[src/design/square_tone_burst_with_fade_defines.svh]
// ----------------------------------------------------------------------------
// square_tone_burst_with_fade_defines.svh
// Assertion macros for the tone burst top-level design file.
// ----------------------------------------------------------------------------
`ifndef SQUARE_TONE_BURST_WITH_FADE_DEFINES_SVH
`define SQUARE_TONE_BURST_WITH_FADE_DEFINES_SVH

// plain property, sampled on clk_i, off during reset
`define STBF_ASSERT(name, prop, msg) \
  name: assert property (@(posedge clk_i) disable iff (!rst_ni) (prop)) else $error(msg);

// implication form
`define STBF_ASSERT_IMP(name, ante, cons, msg) \
  name: assert property (@(posedge clk_i) disable iff (!rst_ni) (ante) |-> (cons)) \
    else $error(msg);

// next-cycle implication form
`define STBF_ASSERT_NXT(name, ante, cons, msg) \
  name: assert property (@(posedge clk_i) disable iff (!rst_ni) (ante) |=> (cons)) \
    else $error(msg);

`endif

[src/design/stbf_pkg.sv]
// ----------------------------------------------------------------------------
// stbf_pkg
// Types and constants of the square tone burst generator.
// ----------------------------------------------------------------------------
`timescale 1ns / 1ps

package stbf_pkg;

  localparam int unsigned DividendW = 32;
  localparam int unsigned DivisorW  = 24;
  localparam int unsigned StepCntW  = $clog2(DividendW);

  localparam int unsigned AmpW   = 15;
  localparam int unsigned PerW   = 24;
  localparam int unsigned PosW   = 20;
  localparam int unsigned FadeW  = 16;
  localparam int unsigned BudW   = 7;
  localparam int unsigned SmpW   = 16;
  localparam int unsigned CfgIdxW = 2;

  localparam logic [CfgIdxW-1:0] REG_AMPLITUDE = 2'd0;
  localparam logic [CfgIdxW-1:0] REG_PERIOD    = 2'd1;
  localparam logic [CfgIdxW-1:0] REG_TOTAL     = 2'd2;
  localparam logic [CfgIdxW-1:0] REG_FADE      = 2'd3;

  localparam logic [AmpW-1:0]  AMP_RST   = 15'd30000;
  localparam logic [PerW-1:0]  PER_RST   = 24'd1365;
  localparam logic [PosW-1:0]  TOTAL_RST = 20'd24000;
  localparam logic [FadeW-1:0] FADE_RST  = 16'd80;

  typedef struct packed {
    logic                 start;
    logic [DividendW-1:0] dividend;
    logic [DivisorW-1:0]  divisor;
  } div_req_t;

  typedef struct packed {
    logic                 busy;
    logic                 done;
    logic [DividendW-1:0] quotient;
    logic [DivisorW-1:0]  remainder;
  } div_rsp_t;

endpackage

[src/design/stbf_div.sv]
// ----------------------------------------------------------------------------
// stbf_div
// Restoring divider, one quotient bit per cycle, shared by all divides.
// ----------------------------------------------------------------------------
`timescale 1ns / 1ps

module stbf_div
  import stbf_pkg::*;
(
  input  logic     clk_i,
  input  logic     rst_ni,
  input  div_req_t req_i,
  output div_rsp_t rsp_o
);

  logic [DivisorW-1:0]  rem_q;
  logic [DividendW-1:0] quo_q;
  logic [DivisorW-1:0]  dvs_q;
  logic [StepCntW-1:0]  cnt_q;
  logic                 busy_q;
  logic                 done_q;

  logic [DivisorW:0]    trial;
  logic                 fits;
  logic [DivisorW:0]    diff;

  assign trial = {rem_q, quo_q[DividendW-1]};
  assign fits  = trial >= {1'b0, dvs_q};
  assign diff  = trial - {1'b0, dvs_q};

  always_ff @(posedge clk_i or negedge rst_ni) begin
    if (!rst_ni) begin
      rem_q  <= '0;
      quo_q  <= '0;
      dvs_q  <= '0;
      cnt_q  <= '0;
      busy_q <= 1'b0;
      done_q <= 1'b0;
    end else begin
      done_q <= 1'b0;
      if (req_i.start && !busy_q) begin
        rem_q  <= '0;
        quo_q  <= req_i.dividend;
        dvs_q  <= req_i.divisor;
        cnt_q  <= '0;
        busy_q <= 1'b1;
      end else if (busy_q) begin
        rem_q <= fits ? diff[DivisorW-1:0] : trial[DivisorW-1:0];
        quo_q <= {quo_q[DividendW-2:0], fits};
        cnt_q <= cnt_q + 1'b1;
        if (cnt_q == StepCntW'(DividendW - 1)) begin
          busy_q <= 1'b0;
          done_q <= 1'b1;
        end
      end
    end
  end

  assign rsp_o.busy      = busy_q;
  assign rsp_o.done      = done_q;
  assign rsp_o.quotient  = quo_q;
  assign rsp_o.remainder = rem_q;

endmodule

[src/design/square_tone_burst_with_fade.sv]
// ----------------------------------------------------------------------------
// square_tone_burst_with_fade
// Renders a run of a square-wave alert burst with linear fade-in/fade-out.
// ----------------------------------------------------------------------------
// Usage:
//   Request channel (in_valid_i/in_ready_o) carries start_index and
//   sample_budget. The block emits min(budget, MAX_CHUNK, total - start)
//   samples on the sample channel (out_valid_o/out_ready_i), the final one
//   flagged by last_of_run_o. A request that yields no sample is dropped.
//   in_ready_o is high only between requests.
//   Sequencing: one shared 32-step divider serves every divide. A request
//   runs the start-phase divide, then the phase-step divide (skipped when
//   period is zero), then amplitude/fade (skipped when fade is zero), then
//   emits one sample per cycle unless the receiver stalls, with another
//   divide whenever a ramp restarts (at most twice per run).
//   A stalled receiver holds the output register; generation pauses until
//   the pending transfer completes. Reset loads the default register
//   values and returns to idle. Registers are written through
//   cfg_we_i/cfg_idx_i/cfg_data_i by the user only while idle; not enforced.
// ----------------------------------------------------------------------------
`timescale 1ns / 1ps

module square_tone_burst_with_fade
  import stbf_pkg::*;
#(
  parameter int unsigned MAX_CHUNK = 64
) (
  input  logic                 clk_i,
  input  logic                 rst_ni,
  input  logic                 cfg_we_i,
  input  logic [CfgIdxW-1:0]   cfg_idx_i,
  input  logic [PerW-1:0]      cfg_data_i,
  input  logic                 in_valid_i,
  output logic                 in_ready_o,
  input  logic [PosW-1:0]      start_index_i,
  input  logic [BudW-1:0]      sample_budget_i,
  output logic                 out_valid_o,
  input  logic                 out_ready_i,
  output logic signed [SmpW-1:0] sample_value_o,
  output logic [PosW-1:0]      sample_position_o,
  output logic                 last_of_run_o
);

  localparam int unsigned CntW = $clog2(MAX_CHUNK + 1);

  typedef enum logic [2:0] {
    S_IDLE,
    S_PHASE,
    S_STEP,
    S_ADIV,
    S_SAMPLE,
    S_MDIV
  } state_e;

  // registers
  logic [AmpW-1:0]  amp_q;
  logic [PerW-1:0]  per_q;
  logic [PosW-1:0]  tot_q;
  logic [FadeW-1:0] fade_q;

  always_ff @(posedge clk_i or negedge rst_ni) begin
    if (!rst_ni) begin
      amp_q  <= AMP_RST;
      per_q  <= PER_RST;
      tot_q  <= TOTAL_RST;
      fade_q <= FADE_RST;
    end else if (cfg_we_i) begin
      case (cfg_idx_i)
        REG_AMPLITUDE: amp_q  <= cfg_data_i[AmpW-1:0];
        REG_PERIOD:    per_q  <= cfg_data_i[PerW-1:0];
        REG_TOTAL:     tot_q  <= cfg_data_i[PosW-1:0];
        REG_FADE:      fade_q <= cfg_data_i[FadeW-1:0];
        default:       ;
      endcase
    end
  end

  state_e           state_q;
  logic             issued_q;
  logic [PosW-1:0]  pos_q;
  logic [CntW-1:0]  cnt_q;
  logic [PerW-1:0]  phase_q;
  logic [PerW-1:0]  step_q;
  logic [AmpW-1:0]  qs_q;
  logic [FadeW-1:0] rs_q;
  logic [AmpW-1:0]  q_q;
  logic [FadeW-1:0] r_q;
  logic [FadeW-1:0] kp_q;
  logic             have_k_q;
  logic             out_valid_q;
  logic [SmpW-1:0]  value_q;
  logic [PosW-1:0]  position_q;
  logic             last_q;

  div_req_t div_req;
  div_rsp_t div_rsp;

  stbf_div u_div (
    .clk_i  (clk_i),
    .rst_ni (rst_ni),
    .req_i  (div_req),
    .rsp_o  (div_rsp)
  );

  // request decode
  logic            in_acc;
  logic [BudW-1:0] bud_sat;
  logic [PosW-1:0] left;
  logic [CntW-1:0] n_req;
  logic            n_nz;
  logic            per_zero;
  logic            fade_on;

  assign in_ready_o = (state_q == S_IDLE);
  assign in_acc     = in_valid_i && in_ready_o;
  assign per_zero   = (per_q == '0);
  assign fade_on    = (fade_q != '0);
  assign bud_sat    = (sample_budget_i > BudW'(MAX_CHUNK)) ? BudW'(MAX_CHUNK)
                                                           : sample_budget_i;
  assign left       = tot_q - start_index_i;
  assign n_nz       = (start_index_i < tot_q) && (bud_sat != '0);
  assign n_req      = (left < PosW'(bud_sat)) ? left[CntW-1:0] : bud_sat[CntW-1:0];

  // fade ramp tracking
  logic [PosW-1:0]  to_end;
  logic             ramp_in;
  logic             ramp_out;
  logic             ramp;
  logic [FadeW-1:0] k;
  logic             k_same;
  logic             k_up;
  logic             k_dn;
  logic             reseed;
  logic [FadeW:0]   r_add;
  logic             add_wrap;
  logic [FadeW:0]   r_sub_wrap;
  logic             sub_wrap;
  logic [AmpW-1:0]  q_n;
  logic [FadeW-1:0] r_n;
  logic [AmpW-1:0]  mag;
  logic [AmpW+FadeW-1:0] mag_prod;

  assign to_end   = tot_q - pos_q;
  assign ramp_in  = pos_q < PosW'(fade_q);
  assign ramp_out = to_end < PosW'(fade_q);
  assign ramp     = fade_on && (ramp_in || ramp_out);
  assign k        = ramp_in ? pos_q[FadeW-1:0] : to_end[FadeW-1:0];
  assign k_same   = have_k_q && (k == kp_q);
  assign k_up     = have_k_q && (k == kp_q + 1'b1);
  assign k_dn     = have_k_q && (kp_q != '0) && (k == kp_q - 1'b1);
  assign reseed   = ramp && !(k_same || k_up || k_dn);

  assign r_add      = {1'b0, r_q} + {1'b0, rs_q};
  assign add_wrap   = r_add >= {1'b0, fade_q};
  assign sub_wrap   = r_q < rs_q;
  assign r_sub_wrap = {1'b0, r_q} + {1'b0, fade_q} - {1'b0, rs_q};

  always_comb begin
    q_n = q_q;
    r_n = r_q;
    if (k_up) begin
      if (add_wrap) begin
        q_n = q_q + qs_q + 1'b1;
        r_n = FadeW'(r_add - {1'b0, fade_q});
      end else begin
        q_n = q_q + qs_q;
        r_n = r_add[FadeW-1:0];
      end
    end else if (k_dn) begin
      if (sub_wrap) begin
        q_n = q_q - qs_q - 1'b1;
        r_n = r_sub_wrap[FadeW-1:0];
      end else begin
        q_n = q_q - qs_q;
        r_n = r_q - rs_q;
      end
    end
  end

  assign mag      = ramp ? q_n : amp_q;
  assign mag_prod = amp_q * kp_q;

  // tone phase
  logic          high;
  logic [PerW:0] ph_sum;
  logic [PerW-1:0] ph_next;

  assign high    = per_zero || (phase_q < (per_q >> 1));
  assign ph_sum  = {1'b0, phase_q} + {1'b0, step_q};
  assign ph_next = (ph_sum >= {1'b0, per_q}) ? PerW'(ph_sum - {1'b0, per_q})
                                             : ph_sum[PerW-1:0];

  logic            out_free;
  logic            emit;
  logic [SmpW-1:0] mag_ext;

  assign out_free = !out_valid_q || out_ready_i;
  assign emit     = (state_q == S_SAMPLE) && !reseed && out_free;
  assign mag_ext  = {1'b0, mag};

  // divider operands
  always_comb begin
    div_req.start    = 1'b0;
    div_req.dividend = '0;
    div_req.divisor  = per_q;
    case (state_q)
      S_PHASE: begin
        div_req.start    = !issued_q;
        div_req.dividend = DividendW'({pos_q, 8'd0});
      end
      S_STEP: begin
        div_req.start    = !issued_q;
        div_req.dividend = DividendW'(256);
      end
      S_ADIV: begin
        div_req.start    = !issued_q;
        div_req.dividend = DividendW'(amp_q);
        div_req.divisor  = DivisorW'(fade_q);
      end
      S_MDIV: begin
        div_req.start    = !issued_q;
        div_req.dividend = DividendW'(mag_prod);
        div_req.divisor  = DivisorW'(fade_q);
      end
      default: ;
    endcase
  end

  always_ff @(posedge clk_i or negedge rst_ni) begin
    if (!rst_ni) begin
      state_q     <= S_IDLE;
      issued_q    <= 1'b0;
      pos_q       <= '0;
      cnt_q       <= '0;
      phase_q     <= '0;
      step_q      <= '0;
      qs_q        <= '0;
      rs_q        <= '0;
      q_q         <= '0;
      r_q         <= '0;
      kp_q        <= '0;
      have_k_q    <= 1'b0;
      out_valid_q <= 1'b0;
      value_q     <= '0;
      position_q  <= '0;
      last_q      <= 1'b0;
    end else begin
      if (div_req.start) begin
        issued_q <= 1'b1;
      end
      if (div_rsp.done) begin
        issued_q <= 1'b0;
      end

      if (emit) begin
        out_valid_q <= 1'b1;
        value_q     <= high ? mag_ext : -mag_ext;
        position_q  <= pos_q;
        last_q      <= (cnt_q == CntW'(1));
      end else if (out_ready_i) begin
        out_valid_q <= 1'b0;
      end

      case (state_q)
        S_IDLE: begin
          if (in_acc && n_nz) begin
            pos_q    <= start_index_i;
            cnt_q    <= n_req;
            have_k_q <= 1'b0;
            if (!per_zero) begin
              state_q <= S_PHASE;
            end else if (fade_on) begin
              state_q <= S_ADIV;
            end else begin
              state_q <= S_SAMPLE;
            end
          end
        end
        S_PHASE: begin
          if (div_rsp.done) begin
            phase_q <= div_rsp.remainder;
            state_q <= S_STEP;
          end
        end
        S_STEP: begin
          if (div_rsp.done) begin
            step_q  <= div_rsp.remainder;
            state_q <= fade_on ? S_ADIV : S_SAMPLE;
          end
        end
        S_ADIV: begin
          if (div_rsp.done) begin
            qs_q    <= div_rsp.quotient[AmpW-1:0];
            rs_q    <= div_rsp.remainder[FadeW-1:0];
            state_q <= S_SAMPLE;
          end
        end
        S_MDIV: begin
          if (div_rsp.done) begin
            q_q      <= div_rsp.quotient[AmpW-1:0];
            r_q      <= div_rsp.remainder[FadeW-1:0];
            have_k_q <= 1'b1;
            state_q  <= S_SAMPLE;
          end
        end
        S_SAMPLE: begin
          if (reseed) begin
            kp_q    <= k;
            state_q <= S_MDIV;
          end else if (out_free) begin
            if (ramp) begin
              q_q  <= q_n;
              r_q  <= r_n;
              kp_q <= k;
            end
            phase_q <= ph_next;
            pos_q   <= pos_q + 1'b1;
            cnt_q   <= cnt_q - 1'b1;
            if (cnt_q == CntW'(1)) begin
              state_q <= S_IDLE;
            end
          end
        end
        default: state_q <= S_IDLE;
      endcase
    end
  end

  assign out_valid_o       = out_valid_q;
  assign sample_value_o    = value_q;
  assign sample_position_o = position_q;
  assign last_of_run_o     = last_q;

`include "square_tone_burst_with_fade_defines.svh"

  `STBF_ASSERT_IMP(a_idle_no_count, state_q == S_IDLE, cnt_q == '0, "idle with samples left")
  `STBF_ASSERT_IMP(a_div_free, div_req.start, !div_rsp.busy, "divider restarted while busy")
  `STBF_ASSERT_IMP(a_div_nonzero, div_req.start, div_req.divisor != '0, "divide by zero issued")
  `STBF_ASSERT_NXT(a_last_ends, emit && (cnt_q == CntW'(1)), state_q == S_IDLE, "run did not end")

endmodule

[config.mk]
export PLATFORM = sky130hd
export DESIGN_NAME = square_tone_burst_with_fade
export DESIGN_NICKNAME = d
export VERILOG_FILES = /design/src/design/stbf_pkg.sv /design/src/design/stbf_div.sv /design/src/design/square_tone_burst_with_fade.sv
export VERILOG_INCLUDE_DIRS = /design/src /design/src/design
export SDC_FILE = /design/constraint.sdc
export NUM_CORES = 2
export LEC_CHECK = 0
export BUFFER_PORTS_ARGS = -buffer_cell sky130_fd_sc_hd__buf_2
export CAP_MARGIN = 5
export CORE_MARGIN = 3
export CORE_UTILIZATION = 55
export CTS_CLUSTER_DIAMETER = 100
export DETAILED_ROUTE_END_ITERATION = 6
export PLACE_DENSITY = 0.74
export SKIP_LAST_GASP = 1
export SLEW_MARGIN = 25
export SYNTH_ARGS = -nofsm -noshare
export SYNTH_HDL_FRONTEND = slang
export SYNTH_SLANG_ARGS = --single-unit
[constraint.sdc]
create_clock -name clk_i -period 6.5 [get_ports clk_i]
set_input_delay 0.975 -clock clk_i [delete_from_list [all_inputs] [get_ports clk_i]]
set_output_delay 0.975 -clock clk_i [all_outputs]
set_load 0.1 [all_outputs]
==> results.toml <==
[global_routing]
overflow = 0
grt_pass1_wl_um = 204000
grt_usage_pct = 35.1
grt_max_degree = 128
grt_pass1_vias = 35200
use_met2_pct = 52.2
antenna_found_initial = 3
top_usage_layer = "met2"
use_met3_pct = 7.96
grt_use_met1_pct = 48.3

[setup_path]
critPathRequiredTime_ns = 6.94
end_kind = "flip-flop"
r2r_start = "amp_q[3]$_DFFE_PN0P_"
cp_max_fo = 6
setup.worst_path.start = "amp_q[3]$_DFFE_PN0P_"
crit_path_start_kind = "flip-flop"
path_cells = "and2_4, fa_1, inv_2, fa_1, inv_1, fa_1, inv_2, fa_1, inv_1, fa_1, inv_2, fa_1, inv_1, ha_2, nand3_1, o21a_2, a2111oi_4, o31ai_4, o21ai_2, xor2_1, a221o_1, o21ai_0, o21ai_0"
cpMostUsedCell = "fa_1"
critPathTopFamily = "adder cells"
arrival_ns = 6.76
critPathKind = "reg -> reg"
reg2reg_depth = 23
cp_num_cells = 23
slowest_delay_ns = 0.55
critPathSlowestCell = "fa_1"
critPathBufInv = 6

[detailed_routing]
ant_nets = 0
drtIter0Drc = 3830
drc = 0
vias = 36700
wl_per_cell_um = 22.6
wl_um = 134000
firstDrtPassIters = 6
vias_per_cell = 6.21

[run_status]
outcome = "finished clean"

[cts]
path_clk_slew_ns = 0.06
cts_buffers = 45
clk_latency_ns = 0.63
cts_root_buffer = "clkbuf_16"
cts.sinks = 358
cts_tree = "yes"
clockBufferDepth = 3
htreeDepth = 2

[synth]
synth_area_um2 = 39500
synthDistinctLibCells = 96
ys_seq_area_share_pct = 22.7
syn_avg_cell_area_um2 = 8.38
synth.cells.most_frequent = "inv_1, nand2_1, ha_1, dfrtp_1, nor2_1"
synth_cells = 4718
synth_area_leaders = "dfrtp_1, ha_1, fa_1"
synth_area_leader_cell = "dfrtp_1"
yosysMostFrequentCell = "inv_1"
ys_dominant_reg_cell = "dfrtp_1"
synth_edf_count = 0
async_reset_ff_share_pct = 100
syn_nets = 5346
synth_largest_type_area_fraction_pct = 21.3
yosys_warnings = 0
ys_ff_latch = 358

[timing]
fmax_ghz = 0.158
holdWs_ns = 0.293
slew_viol_final = 0
slew_headroom_pct = 32.0
setup_viol = 0
rsz0062_at_grt = "yes"
worst_pin_slew_ns = 1.02
post-route-period-util_pct = 97.2
fin_worst_skew_ns = 0.0344
finalHoldViolations = 0
min_period_ns = 6.32

[placed_design]
port_buffers = 96
dpl.hpwl_um = 104000
finalWeightedCongestion = 1.04

[die]
die_w_um = 274
ios = 97
coreArea_um2 = 70600
initial_core_util_pct = 56.0
die_height_um = 274
fp-row-count = 97
die_area_um2 = 75100

[cells_and_area]
drive_gt1_share_pct = 17.2
area_delta_synth_final_pct = 14.0
nFillCells = 6042
fin_nets = 5554
final_core_util_pct = 63.8

[worst_hold_path]
min_path_type = "in -> async"

[flow_run]
cap_violations = 0
stage by stage:
stage	area [um2]	setup slack, ns	std cells	TNS (ns)
after CTS	44400	-0.000333	5881	-0.000333
after global placement	42600	-0.127	5783	-0.196
after floorplan	39600	-0.0170	4718	-0.0188
after detailed placement	42600	-0.209	5783	-0.464
final	45000	0.184	5904	0
after global routing	45000	-0.173	5902	-0.614
routing by layer:
layer | vias to the layer above | routed length, um | part of all wire (%)
met1 | 17800 | 55600 | 42
met3 | 358 | 14000 | 10
li1 | 16800 | - | -
met5 | - | 18 | 0.013
met4 | 4 | 7160 | 5.4
met2 | 1692 | 56900 | 43
logic make-up (layout without fill, tap and decap cells):
| family | count (synthesis) | after routing | synth area share [%] |
|---|---|---|---|
| compound gates | 1106 | 1106 | 17.9 |
| xor+xnor | 265 | 265 | 5.98 |
| fa+ha+maj | 570 | 570 | 21.9 |
| buf+inv | 734 | 978 | 7.00 |
| flops | 358 | 358 | 22.7 |
| mux | 225 | 225 | 6.25 |
| other cells | 0 | 2 | 0 |
| simple gates | 1460 | 1460 | 18.1 |
worst paths after layout:
kind | endpoint | slack (ns)
setup / recovery | u_div.quo_q[26]$_DFFE_PN0P_ | 0.18
hold / removal | phase_q[20]$_DFFE_PN0P_ | 0.29
setup reg to reg | u_div.quo_q[26]$_DFFE_PN0P_ | 0.18
hold reg to reg | u_div.quo_q[23]$_DFFE_PN0P_ | 0.47
max in group asynchronous | sample_value_o[1]$_DFFE_PN0P_ | 4.84
min in group clk_i | u_div.quo_q[23]$_DFFE_PN0P_ | 0.47
final cells by class:
class	count	area, um2	area share, %
multi-input combinational	3626	28400	63.1
sequential	358	9010	20.0
timing repair buffer	402	3030	6.73
inverter	493	1850	4.11
clock buffer	61	1290	2.86
tap	940	1180	2.61
clock inverter	22	254	0.564
antenna	2	5.00	0.0111
cell usage in the layout, fill, tap and decap left out, types with 152 or more instances in the layout:
| cell | n |
|---|---|
| fa_1 | 203 |
| ha_1 | 353 |
| o21ai_0 | 284 |
| dfrtp_1 | 320 |
| a21oi_1 | 281 |
| and2_1 | 152 |
| nand2_1 | 451 |
| inv_1 | 474 |
| nor2_1 | 300 |
| mux2_2 | 170 |
| xnor2_1 | 161 |
| buf_4 | 276 |
what timing repair did:
action                                  4_1_cts  5_1_grt
hold buffers                                  0        0
gates cloned                                  0        0
endpoints found under the setup margin        8       50
resized for setup                            31      132
pin swaps                                    29       87
setup buffers                                15       22
flip-flops by register name, summed over array words and instances (netlist names), 3 cells and up:
| name | cells |
|---|---|
| u_div.quo_q | 32 |
| per_q | 24 |
| phase_q | 24 |
| step_q | 24 |
| u_div.dvs_q | 24 |
| u_div.rem_q | 24 |
| pos_q | 20 |
| sample_position_o | 20 |
| tot_q | 20 |
| fade_q | 16 |
| kp_q | 16 |
| r_q | 16 |
| rs_q | 16 |
| sample_value_o | 16 |
| amp_q | 15 |
| q_q | 15 |
| qs_q | 15 |
| cnt_q | 7 |
| u_div.cnt_q | 5 |
| state_q | 3 |
Power is left out: the tool's default activity adds up to more than one toggle a clock period on the data nets, which glitch-free logic cannot reach.
